$ cat src/iouct_pkg.sv
// ----------------------------------------------------------------------------
// iouct_pkg
// Types and constants shared by the track matcher modules.
// ----------------------------------------------------------------------------
package iouct_pkg;

	localparam int COORD_W = 12;
	localparam int CFG_IDX_W = 2;
	localparam int CFG_DATA_W = 16;

	localparam logic [CFG_IDX_W-1:0] CFG_MATCH_THR = 2'd0;
	localparam logic [CFG_IDX_W-1:0] CFG_OVL_WEIGHT = 2'd1;
	localparam logic [CFG_IDX_W-1:0] CFG_PROX_WEIGHT = 2'd2;
	localparam logic [CFG_IDX_W-1:0] CFG_LOST_LIMIT = 2'd3;

	localparam logic [15:0] RST_MATCH_THR = 16'd13107;
	localparam logic [15:0] RST_OVL_WEIGHT = 16'd22938;
	localparam logic [15:0] RST_PROX_WEIGHT = 16'd9830;
	localparam logic [7:0] RST_LOST_LIMIT = 8'd8;

	typedef struct packed {
		logic               req_type;
		logic [COORD_W-1:0] box_x;
		logic [COORD_W-1:0] box_y;
		logic [COORD_W-1:0] box_w;
		logic [COORD_W-1:0] box_h;
		logic [3:0]         object_class;
	} req_t;

	typedef struct packed {
		logic [15:0] track_number;
		logic        is_new;
		logic        was_stored;
		logic [6:0]  removed_count;
	} rsp_t;

	typedef struct packed {
		logic [COORD_W-1:0] x;
		logic [COORD_W-1:0] y;
		logic [COORD_W-1:0] w;
		logic [COORD_W-1:0] h;
	} box_t;

	typedef struct packed {
		logic [15:0] track_number;
		logic [3:0]  cls;
		box_t        box;
		logic [7:0]  lost;
	} slot_t;

	typedef enum logic [3:0] {
		ST_IDLE,
		ST_DCHK,
		ST_DCLS,
		ST_DGEO,
		ST_DINIT,
		ST_ITA,
		ST_ITB,
		ST_ITC,
		ST_SC1,
		ST_SC2,
		ST_DWR,
		ST_ACHK,
		ST_AUPD,
		ST_FIN
	} state_t;

	typedef struct packed {
		logic load_item;
		logic scan_start;
		logic rd;
		logic skip_free;
		logic next;
		logic geo1;
		logic geo2;
		logic srch_init;
		logic mul1;
		logic mul2;
		logic decide;
		logic sc1;
		logic sc2;
		logic commit;
		logic age_upd;
		logic out_load;
	} cmd_t;

	typedef struct packed {
		logic slot_valid;
		logic slot_last;
		logic class_hit;
		logic iter_last;
		logic out_free;
	} stat_t;

endpackage

$ cat src/iouct_ctrl.sv
// ----------------------------------------------------------------------------
// iouct_ctrl
// Sequencer: walks the slot table for a detection or an end-of-frame request.
// ----------------------------------------------------------------------------
module iouct_ctrl (
	input  logic            clk,
	input  logic            arst_n,
	input  logic            req_valid,
	input  logic            req_type,
	output logic            req_ready,
	input  iouct_pkg::stat_t stat,
	output iouct_pkg::cmd_t  cmd
);

	iouct_pkg::state_t state_q, state_d;

	always_ff @(posedge clk or negedge arst_n) begin
		if (!arst_n) begin
			state_q <= iouct_pkg::ST_IDLE;
		end else begin
			state_q <= state_d;
		end
	end

	always_comb begin
		state_d = state_q;
		unique case (state_q)
			iouct_pkg::ST_IDLE: begin
				if (req_valid) begin
					state_d = req_type ? iouct_pkg::ST_ACHK : iouct_pkg::ST_DCHK;
				end
			end
			iouct_pkg::ST_DCHK: begin
				if (stat.slot_valid) begin
					state_d = iouct_pkg::ST_DCLS;
				end else if (stat.slot_last) begin
					state_d = iouct_pkg::ST_DWR;
				end
			end
			iouct_pkg::ST_DCLS: begin
				if (stat.class_hit) begin
					state_d = iouct_pkg::ST_DGEO;
				end else begin
					state_d = stat.slot_last ? iouct_pkg::ST_DWR : iouct_pkg::ST_DCHK;
				end
			end
			iouct_pkg::ST_DGEO:  state_d = iouct_pkg::ST_DINIT;
			iouct_pkg::ST_DINIT: state_d = iouct_pkg::ST_ITA;
			iouct_pkg::ST_ITA:   state_d = iouct_pkg::ST_ITB;
			iouct_pkg::ST_ITB:   state_d = iouct_pkg::ST_ITC;
			iouct_pkg::ST_ITC: begin
				state_d = stat.iter_last ? iouct_pkg::ST_SC1 : iouct_pkg::ST_ITA;
			end
			iouct_pkg::ST_SC1:   state_d = iouct_pkg::ST_SC2;
			iouct_pkg::ST_SC2: begin
				state_d = stat.slot_last ? iouct_pkg::ST_DWR : iouct_pkg::ST_DCHK;
			end
			iouct_pkg::ST_DWR:   state_d = iouct_pkg::ST_FIN;
			iouct_pkg::ST_ACHK: begin
				if (stat.slot_valid) begin
					state_d = iouct_pkg::ST_AUPD;
				end else if (stat.slot_last) begin
					state_d = iouct_pkg::ST_FIN;
				end
			end
			iouct_pkg::ST_AUPD: begin
				state_d = stat.slot_last ? iouct_pkg::ST_FIN : iouct_pkg::ST_ACHK;
			end
			iouct_pkg::ST_FIN: begin
				if (stat.out_free) begin
					state_d = iouct_pkg::ST_IDLE;
				end
			end
			default: state_d = iouct_pkg::ST_IDLE;
		endcase
	end

	always_comb begin
		cmd = '0;
		req_ready = 1'b0;
		unique case (state_q)
			iouct_pkg::ST_IDLE: begin
				req_ready = 1'b1;
				if (req_valid) begin
					cmd.load_item = 1'b1;
					cmd.scan_start = 1'b1;
				end
			end
			iouct_pkg::ST_DCHK: begin
				if (stat.slot_valid) begin
					cmd.rd = 1'b1;
				end else begin
					cmd.skip_free = 1'b1;
					cmd.next = !stat.slot_last;
				end
			end
			iouct_pkg::ST_DCLS: begin
				if (stat.class_hit) begin
					cmd.geo1 = 1'b1;
				end else begin
					cmd.next = !stat.slot_last;
				end
			end
			iouct_pkg::ST_DGEO:  cmd.geo2 = 1'b1;
			iouct_pkg::ST_DINIT: cmd.srch_init = 1'b1;
			iouct_pkg::ST_ITA:   cmd.mul1 = 1'b1;
			iouct_pkg::ST_ITB:   cmd.mul2 = 1'b1;
			iouct_pkg::ST_ITC:   cmd.decide = 1'b1;
			iouct_pkg::ST_SC1:   cmd.sc1 = 1'b1;
			iouct_pkg::ST_SC2: begin
				cmd.sc2 = 1'b1;
				cmd.next = !stat.slot_last;
			end
			iouct_pkg::ST_DWR:   cmd.commit = 1'b1;
			iouct_pkg::ST_ACHK: begin
				if (stat.slot_valid) begin
					cmd.rd = 1'b1;
				end else begin
					cmd.next = !stat.slot_last;
				end
			end
			iouct_pkg::ST_AUPD: begin
				cmd.age_upd = 1'b1;
				cmd.next = !stat.slot_last;
			end
			iouct_pkg::ST_FIN:   cmd.out_load = stat.out_free;
			default: cmd = '0;
		endcase
	end

endmodule

$ cat config.mk
export PLATFORM = sky130hd
export DESIGN_NAME = iouct_ctrl
export DESIGN_NICKNAME = d
export VERILOG_FILES = /design/src/iouct_pkg.sv /design/src/iouct_ctrl.sv
export SDC_FILE = /design/constraint.sdc
export NUM_CORES = 1
export LEC_CHECK = 0
export BUFFER_PORTS_ARGS = -buffer_cell sky130_fd_sc_hd__buf_4
export CAP_MARGIN = 20
export CORE_UTILIZATION = 46
export CTS_CLUSTER_DIAMETER = 80
export CTS_CLUSTER_SIZE = 16
export DETAILED_ROUTE_END_ITERATION = 12
export GPL_ROUTABILITY_DRIVEN = 0
export PLACE_DENSITY = 0.77
export SYNTH_ARGS = -nofsm -noshare
export SYNTH_HDL_FRONTEND = slang
export SYNTH_SLANG_ARGS = --single-unit
$ cat constraint.sdc
create_clock -name clk -period 2.3 [get_ports clk]
set_clock_uncertainty 0.15 [all_clocks]
set_input_delay 0.46 -clock clk [delete_from_list [all_inputs] [get_ports clk]]
set_output_delay 0.46 -clock clk [all_outputs]
set_load 0.005 [all_outputs]
### Yosys cells after proc, flatten, opt, wreduce, memory -nomap -nowiden

Cells that the tools add are included.
Widths: inputs -> output; s select.

* bits of input ports: 9
* logic and storage cells: 57
* flip-flop bits (word level): 4
* output and inout bits: 17

* mux-type cells: 34
* equality and inequality tests: 17
* reductions and logical operators: 5

Operator list (count)
* $pmux 4 s14: 1
* $mux 4: 10
* $eq 4x4->1 const B: 6
* $mux 1: 18
* $eq 4x3->1 const B: 4
* $eq 4x2->1 const B: 2
* $mux 2: 3
* $ne 3x3->1 const B: 2
* $eq 4x1->1 const B: 1
* $logic_not 4->1: 1
* $ne 2x2->1 const B: 2
* $pmux 1 s4: 1
* $reduce_and 4->1: 1
* $reduce_or 2->1: 2
* $mux 3: 1
* $logic_not 1->1: 1

### Depth between registers and ports, before layout

Gate-level depths: netlist of run 1.

* depth after elaboration: 3
* gate-level depth with buffers: 6
* mapped depth without buffers: 4

### Worst setup path after synthesis of run 1

Ideal clock, no wire load.

* path type: input port to output port
* start: input port stat[4] (netlist bit)
* end: output port cmd[11] (netlist bit)
* buffers on the path: 1
* path slack: 0.336 ns
* arrival time: 1.354 ns
* stages: 4
* data required time: 1.690 ns
* path through: clkbuf_1 > maj3_2 > or3_1 > a21oi_1

RTL lines
* start, declared: line iouct_ctrl.sv:11 `input iouct_pkg::stat_t stat,`
* end, declared: line iouct_ctrl.sv:12 `output iouct_pkg::cmd_t cmd`

==> impl_metrics.toml, run 1 <==
[logic_synthesis]
synth-edff-count = 0
avgSynthCellArea_sq_um = 7.00
synthesis.area_sq_um = 616
yosysWarnings = 0
ys_seq_elements = 4
yosysTopAreaCell = "dfrtp_1"
synth.top_cell.area_share_pct = 16.3
synth_flop_cell = "dfrtp_1"
async_flop_share_pct = 100
yosysUniqueCellTypes = 39
seq_area_frac_synth_pct = 16.3
syn_nets = 97
syn_inst = 88
ys_top_cells_by_area = "dfrtp_1 16%, nor3_1 8.1%, nand2b_1 6.1%"

[route]
via_per_inst = 5.89
dr.first_iter.drc_count = 18
drc = 0
wire_per_inst_microns = 13.5
wirelength_microns = 1710
ant_nets = 0
drtPass1Iterations = 4
vias = 742

[layout]
top_regs = "state_q x4"
fillCellCount = 115
area_growth_syn_to_layout_pct = 36.2
largest_register_ffs = 4
diodes = 0
final_layout_size_suffix_gt1_share_pct = 35.7
nets = 123
regMostFlops = "state_q"

[sta]
maxSlewViolCount = 0
finalWorstSetupSlack_ps = 110
fin_crit_ps = 2190
tns_ps = 0
rsz0062_at_grt = "false"
tightest_slew_ps = 392
slew_headroom_pct = 73.9
fmax_ghz = 0.457
post-route-period-util_pct = 95.2
finalSetupViolCount = 0
hold_viol = 0

[clock_network]
cts_tree = "built"
cts_made_buffers = 3
clock_latency_ps = 240
cts_setup_buffers = 0
ctsRootBufferMaster = "clkbuf_4"
htree_levels = 1
cts_sinks = 4
clock_tree.buffer_depth = 2
path_clk_slew_ps = 40

[grt]
grt_max_degree = 23
antenna_found_initial = 0
track_usage_pct = 26.3
grt_pass1_wl_microns = 2750
grt_pass1_vias = 654
grt-ovfl-total = 0

[placement]
hpwl_microns = 1180
place_ws_ps = 247
io_buffers = 25

[flow_run]
drv_cap = 0

[floorplanning]
rows = 12
die_area_sq_um = 1490
io_pins = 26
die_h_microns = 38.6
core_sq_um = 1170
start_util_pct = 52.6
die_w_microns = 38.6

[critical_path]
path_max_fanout = 5
cp_data_required_time_ps = 1690
cp-end-kind = "output port"
critPathArrivalTime_ps = 1580
worst_setup_path_start_kind = "flip-flop"
path_class = "reg -> out"

[power]
cellPowerDensity_nw_per_um2 = 1270
vdd_drop_max_v = 0.000937
leakage_nw = 0.364
p_total_w = 0.00106

[worst_hold_path]
hp-class = "in -> reg"

[outcome]
status = "finished, final reports clean"
==> cells by family after synthesis <==
group / after synthesis / share of synthesized area, %
AOI/OAI and AO/OA: 24 / 29.7
buffers and inverters: 15 / 12.4
xor gates and xnor gates: 1 / 1.42
DFF: 4 / 16.3
and+or+nand+nor: 43 / 38.4
adders and majority gates: 1 / 1.83
==> layer usage <==
layer / vias up / wire length [microns] / track usage (%)
li1: 375 / - / -
met1: 335 / 779 / 33.2
met2: 30 / 826 / 43.3
met3: 2 / 85 / 6.94
met4: 0 / 17 / 7.76
met5: - / 0 / 0
==> critical path: stages (launching register included) <==
cell,delay (ps)
dfrtp_1,440
inv_4,70
maj3_2,280
or3_1,300
a21oi_1,130
buf_4,120
==> cells in the final DEF, fill, tap and decap left out, types with 3 or more instances in the layout <==
cell | synthesis | layout
buf_4 | 1 | 30
nor3_1 | 10 | 10
nor2_1 | 8 | 8
nand2_1 | 6 | 6
nand2b_1 | 6 | 6
a21oi_1 | 6 | 6
inv_1 | 4 | 4
o22ai_1 | 4 | 4
dfrtp_1 | 4 | 4
or3_1 | 3 | 3
or4b_1 | 3 | 3
clkbuf_4 | 0 | 3
==> synthesized netlist by cell type, types with 2 or more instances <==
| library cell | number |
|---|---|
| or4b_1 | 3 |
| inv_1 | 4 |
| dfrtp_1 | 4 |
| or3_1 | 3 |
| nor2_1 | 8 |
| buf_2 | 5 |
| a21oi_1 | 6 |
| o22ai_1 | 4 |
| clkbuf_1 | 2 |
| nand2b_1 | 6 |
| nor3_1 | 10 |
| nand2_1 | 6 |
==> path summary, 6_finish.rpt <==
path                            cells after the start       start    endpoint  slack, ps
worst max-delay path                                5  state_q[3]     cmd[11]        110
worst min-delay path                                3     stat[0]  state_q[2]        370
worst max register to register                      5  state_q[3]  state_q[0]        420
worst min register to register                      2  state_q[3]  state_q[3]        500
max in group asynchronous                           2      arst_n  state_q[0]       1470
min in group asynchronous                           2      arst_n  state_q[1]        420
==> final cells by class <==
| type | count | area, sq um | area share [%] |
|---|---|---|---|
| Inverter | 5 | 21.3 | 2.54 |
| Tap cell | 14 | 17.5 | 2.09 |
| Timing Repair Buffer | 31 | 235 | 28.1 |
| Sequential cell | 4 | 100 | 11.9 |
| Multi-Input combinational cell | 69 | 442 | 52.7 |
| Clock buffer | 3 | 22.5 | 2.69 |
==> where the power goes <==
group / internal [W] / total [W] / switching [W]
Combinational: 0.000380 / 0.000819 / 0.000439
Sequential: 0.000108 / 0.000158 / 0.0000505
Clock: 0.0000583 / 0.0000870 / 0.0000287
Total: 0.000546 / 0.00106 / 0.000518
==> per-stage QoR <==
stage	instances	cell area [sq um]	hold WS, ps	utilization, %
floorplan	88	616	14.4	-
global placement	122	803	106	68.6
detailed placement	122	803	107	68.6
CTS	126	836	361	71.4
global route	126	838	390	71.6
finish	126	838	367	71.6
==> what timing repair did <==
item,4_1_cts,5_1_grt
gates resized for setup,0,1
hold endpoints to repair,4,0
hold buffers,1,0
setup endpoints to repair,0,3
No activity file was read; power rests on OpenSTA's default activity.
==> run 2: changes to the inputs <==
--- a/config.mk
+++ b/config.mk
@@ -12,7 +12,7 @@
 export CTS_CLUSTER_SIZE = 16
 export DETAILED_ROUTE_END_ITERATION = 12
 export GPL_ROUTABILITY_DRIVEN = 0
-export PLACE_DENSITY = 0.77
+export PLACE_DENSITY_LB_ADDON = 0.08
 export SYNTH_ARGS = -nofsm -noshare
 export SYNTH_HDL_FRONTEND = slang
 export SYNTH_SLANG_ARGS = --single-unit
==> constraint.sdc (replaced) <==
create_clock -name clk -period 2.1 [get_ports clk]
set_clock_uncertainty 0.15 [all_clocks]
set_input_delay 0.21 -clock clk [delete_from_list [all_inputs] [get_ports clk]]
set_output_delay 0.21 -clock clk [all_outputs]
set_load 0.005 [all_outputs]
==> run 2 against run 1 <==
Sequential power increased by 47%; sequential cell count is the same; total power rose by 10%; combinational power grew 2.4%; highest routed layer unchanged.
==> impl_metrics.toml, run 2 (synthesis results as in run 1) <==
[floorplanning]
rows = 12
start_util_pct = 52.6
die_h_microns = 38.6
core_sq_um = 1170
io_pins = 26
die_area_sq_um = 1490
die_w_microns = 38.6

[critical_path]
crit_path_top_delay_cell = "dfrtp_2"
cp_num_buf_inv = 2
path_max_fanout = 10
cp-end-kind = "output port"
path_cells = "inv_4 > maj3_2 > or3_1 > a21oi_1 > buf_4"
cp_data_required_time_ps = 1740
worst_setup_path_start_kind = "flip-flop"
max_stage_delay_ps = 470
critPathArrivalTime_ps = 1620
path_class = "reg -> out"
cp_top_family = "flip-flops"

[clock_network]
ctsRootBufferMaster = "clkbuf_4"
clock_latency_ps = 240
path_clk_slew_ps = 40
clock_tree.buffer_depth = 2
cts_tree = "built"
cts_sinks = 4
htree_levels = 1
cts_made_buffers = 3

[placement]
place_ws_ps = 196
hpwl_microns = 1190
io_buffers = 25

[grt]
grt-ovfl-total = 0
grt_pass1_wl_microns = 2700
antenna_found_initial = 0
grt_max_degree = 16
track_usage_pct = 25.6
grt_pass1_vias = 594

[layout]
final_layout_size_suffix_gt1_share_pct = 36.9
largest_register_ffs = 4
final_common_cell = "buf_4"
diodes = 0
area_growth_syn_to_layout_pct = 35.4
nets = 122
most-common-layout-cells = "29 x buf_4, 10 x nor3_1, 8 x nor2_1"
top_regs = "state_q x4"
regMostFlops = "state_q"

[sta]
fmax_ghz = 0.506
post-route-period-util_pct = 94.1
rsz0062_at_grt = "false"
tightest_slew_ps = 397
maxSlewViolCount = 0
tns_ps = 0
finalWorstSetupSlack_ps = 124
hold_viol = 0
slew_headroom_pct = 73.5
finalSetupViolCount = 0
fin_crit_ps = 1980

[power]
cellPowerDensity_nw_per_um2 = 1410
vdd_drop_max_v = 0.00101
leakage_nw = 0.357

[route]
wirelength_microns = 1720
vias = 749
via_per_inst = 5.99
drc = 0
drtPass1Iterations = 4
ant_nets = 0
wire_per_inst_microns = 13.7
dr.first_iter.drc_count = 34

[flow_run]
drv_cap = 0

[outcome]
status = "finished, final reports clean"

[worst_hold_path]
hp-class = "in -> reg"
run 2: cell count changes in the layout (fill, tap and decap cells not counted):
| cell | delta |
|---|---|
| buf_4 | -1 |
| dfrtp_1 | -2 |
| dfrtp_2 | +2 |
run 2: routing by layer:
metal | GRT usage (%) | wire length, microns | part of all wire [%]
met4 | 4.31 | 10 | 0.58
met2 | 37.1 | 816 | 47
met5 | 0 | 0 | 0
met1 | 37.3 | 759 | 44
met3 | 7.51 | 131 | 7.6
run 2: final timing paths:
kind,startpoint,endpoint,slack (ps),depth (start not counted)
min in group asynchronous,arst_n,state_q[3],150,2
max reg2reg,state_q[3],state_q[0],220,5
max,state_q[3],cmd[11],120,5
min,stat[0],state_q[2],120,3
min reg2reg,state_q[3],state_q[3],540,2
max in group asynchronous,arst_n,state_q[2],1530,2
run 2: power breakdown:
group	internal, W	switching, W	total, W
clock	0.0000642	0.0000353	0.0000996
sequential	0.000121	0.000112	0.000233
combinational	0.000408	0.000431	0.000839
total	0.000594	0.000578	0.00117
run 2: area by class of cell:
class	count	area, sq um
multi-input cells	69	442
fillers	103	338
repair buffers	30	228
flip-flops and latches	4	103
clock buffers	3	22.5
inverters	5	21.3
well taps	14	17.5
run 2: metrics by stage:
stage	hold WS (ps)	cell area, sq um	total power (W)	util (%)	std cells
after floorplan	-236	616	0.000797	-	88
after global placement	-144	788	0.00102	67.3	120
after detailed placement	-143	788	0.00103	67.3	120
after CTS	125	822	0.00114	70.2	124
after global routing	148	833	0.00128	71.2	125
final	125	833	0.00117	71.2	125
run 2: timing repair:
item	CTS	global route
setup endpoints to repair	1	3
pin swaps	0	0
gates resized for setup	1	2
hold buffers	1	0
hold endpoints to repair	4	0
buffers inserted	0	1
run 2: worst register-to-register path, delay by kind of cell (launching register included):
kind | cells | cell delay [ps]
simple gates | 1 | 520
flops | 1 | 480
compound gates | 3 | 420
buf+inv | 1 | 180
==> run 3: changes to the inputs <==
--- a/config.mk
+++ b/config.mk
@@ -12,7 +12,7 @@
 export CTS_CLUSTER_SIZE = 16
 export DETAILED_ROUTE_END_ITERATION = 12
 export GPL_ROUTABILITY_DRIVEN = 0
-export PLACE_DENSITY_LB_ADDON = 0.08
+export PLACE_DENSITY = 0.75
 export SYNTH_ARGS = -nofsm -noshare
 export SYNTH_HDL_FRONTEND = slang
 export SYNTH_SLANG_ARGS = --single-unit
==> run 3 against run 2 <==
Maximum frequency shrank 0.22%; cell count stayed put; wire length increased by 4.9%; clock-buffer cell count unchanged; sequential cell count unchanged; critical endpoint unchanged; hold slack worse by 10 ps; core utilization shrank 0.21 points.
==> impl_metrics.toml, run 3 (synthesis results as in run 1) <==
[critical_path]
worstSetupEndpoint = "cmd[11]"
r2r-start = "state_q[3]"
path_class = "reg -> out"
path_max_fanout = 15
rr_worst_depth = 5
cp_top_family = "flip-flops"
max_stage_delay_ps = 490
worst_setup_path_start_kind = "flip-flop"
path_cells = "or2_1 > o22ai_1 > nand2_1 > a21oi_1 > buf_4"
r2r-end = "state_q[3]"
crit_path_top_delay_cell = "dfrtp_2"
r2r_slack_ps = 360
cp_num_buf_inv = 1
cp.depth = 5
cp_data_required_time_ps = 1740
crit_start = "state_q[2]"
cp-end-kind = "output port"
critPathArrivalTime_ps = 1620

[route]
drtPass1Iterations = 4
dr.first_iter.drc_count = 30
wire_per_inst_microns = 14.4
vias = 786
wirelength_microns = 1800
ant_nets = 0
drc = 0
via_per_inst = 6.29

[power]
internal_power_w = 0.000585
cellPowerDensity_nw_per_um2 = 1410
leakage_nw = 0.356
swShare_pct = 50.2
seq_power_share_pct = 18.3
combPwrFrac_pct = 73.2
clockPowerShare_pct = 8.6
p_switching_w = 0.000589
vdd_drop_max_v = 0.000921

[layout]
final_common_cell = "buf_4"
top_regs = "state_q x4"
fillCellCount = 102
regMostFlops = "state_q"
stdcell_count = 125
area_growth_syn_to_layout_pct = 35.0
most-common-layout-cells = "29 x buf_4, 10 x nor3_1, 8 x nor2_1"
fin_area_sq_um = 831
diodes = 0
final_layout_size_suffix_gt1_share_pct = 36.0
nets = 122
largest_register_ffs = 4

[clock_network]
cts_made_buffers = 3
clock_tree.buffer_depth = 2
cts_sinks = 4
ctsRootBufferMaster = "clkbuf_4"
htree_levels = 1
path_clk_slew_ps = 40
cts_tree = "built"
clock_latency_ps = 240
cts_setup_buffers = 0

[floorplanning]
io_pins = 26
die_area_sq_um = 1490
rows = 12
die_h_microns = 38.6
die_w_microns = 38.6
core_sq_um = 1170
start_util_pct = 52.6

[sta]
post-route-period-util_pct = 94.3
fmax_ghz = 0.505
hold_viol = 0
slew_headroom_pct = 73.7
finalSetupViolCount = 0
tns_ps = 0
rsz0062_at_grt = "false"
finalWorstSetupSlack_ps = 119
maxSlewViolCount = 0
tightest_slew_ps = 394
fin_crit_ps = 1980

[placement]
place_ws_ps = 314
io_buffers = 25
dp.cells = 121
dpl_cell_area_sq_um = 796
hpwl_microns = 1240

[worst_hold_path]
hp-class = "in -> reg"

[outcome]
status = "finished, final reports clean"

[grt]
grt_pass1_vias = 662
track_usage_pct = 28.2
antenna_found_initial = 0
grt_pass1_wl_microns = 2960
grt_max_degree = 16
grt-ovfl-total = 0

[flow_run]
drv_cap = 0
## run 3: changes by cell type in the layout (fill, tap and decap cells not counted)
cell	change
or2_4	-1
or2_1	+1
## run 3: what timing repair did
item / in CTS / in global routing
hold endpoints to repair: 4 / 0
setup endpoints to repair: 0 / 3
resized for setup: 0 / 2
hold buffers: 1 / 0
## run 3: power by group through the flow
stage          Clock (W)  Sequential (W)  Combinational [W]
5_1_grt         0.000105        0.000222           0.000941
6_report        0.000101        0.000214           0.000859
2_1_floorplan          0        0.000149           0.000648
3_3_place_gp           0        0.000202           0.000840
3_5_place_dp           0        0.000204           0.000841
4_1_cts         0.000100        0.000205           0.000852
## run 3: through the flow
stage | util, % | power, W | hold WS (ps)
5_1_grt | 70.9 | 0.00127 | 127
2_1_floorplan | - | 0.000797 | -236
6_report | 70.9 | 0.00117 | 114
4_1_cts | 70.7 | 0.00116 | 120
3_3_place_gp | 67.9 | 0.00104 | -144
3_5_place_dp | 67.9 | 0.00105 | -142
## run 3: final cells by class
class                           instances  area (sq um)  area share, %
Timing Repair Buffer                   30           228           27.4
Sequential cell                         4           103           12.3
Inverter                                5          21.3           2.56
Multi-Input combinational cell         69           439           52.9
Tap cell                               14          17.5           2.11
Clock buffer                            3          22.5           2.71
## run 3: per-layer routing
layer  global-route usage (%)  wire length [microns]  up-vias
met4                     2.59                      0        0
met3                     7.51                    172        0
met1                     38.7                    747      371
li1                         -                      -      366
met2                     45.4                    883       49
met5                        0                      0        -
## run 3: tightest hold or removal path: stages
cell	delay (ps)
buf_4	90
or3_1	100
o31ai_1	60
## run 3: how the worst min path moves through the flow
stage	end	from	slack, ps	cells after the start
after floorplan	state_q[0]	arst_n	-240	0
after global placement	state_q[3]	arst_n	-140	1
after detailed placement	state_q[3]	arst_n	-140	1
after CTS	state_q[2]	stat[0]	120	3
after global routing	state_q[2]	stat[0]	130	3
final	state_q[2]	stat[0]	110	3
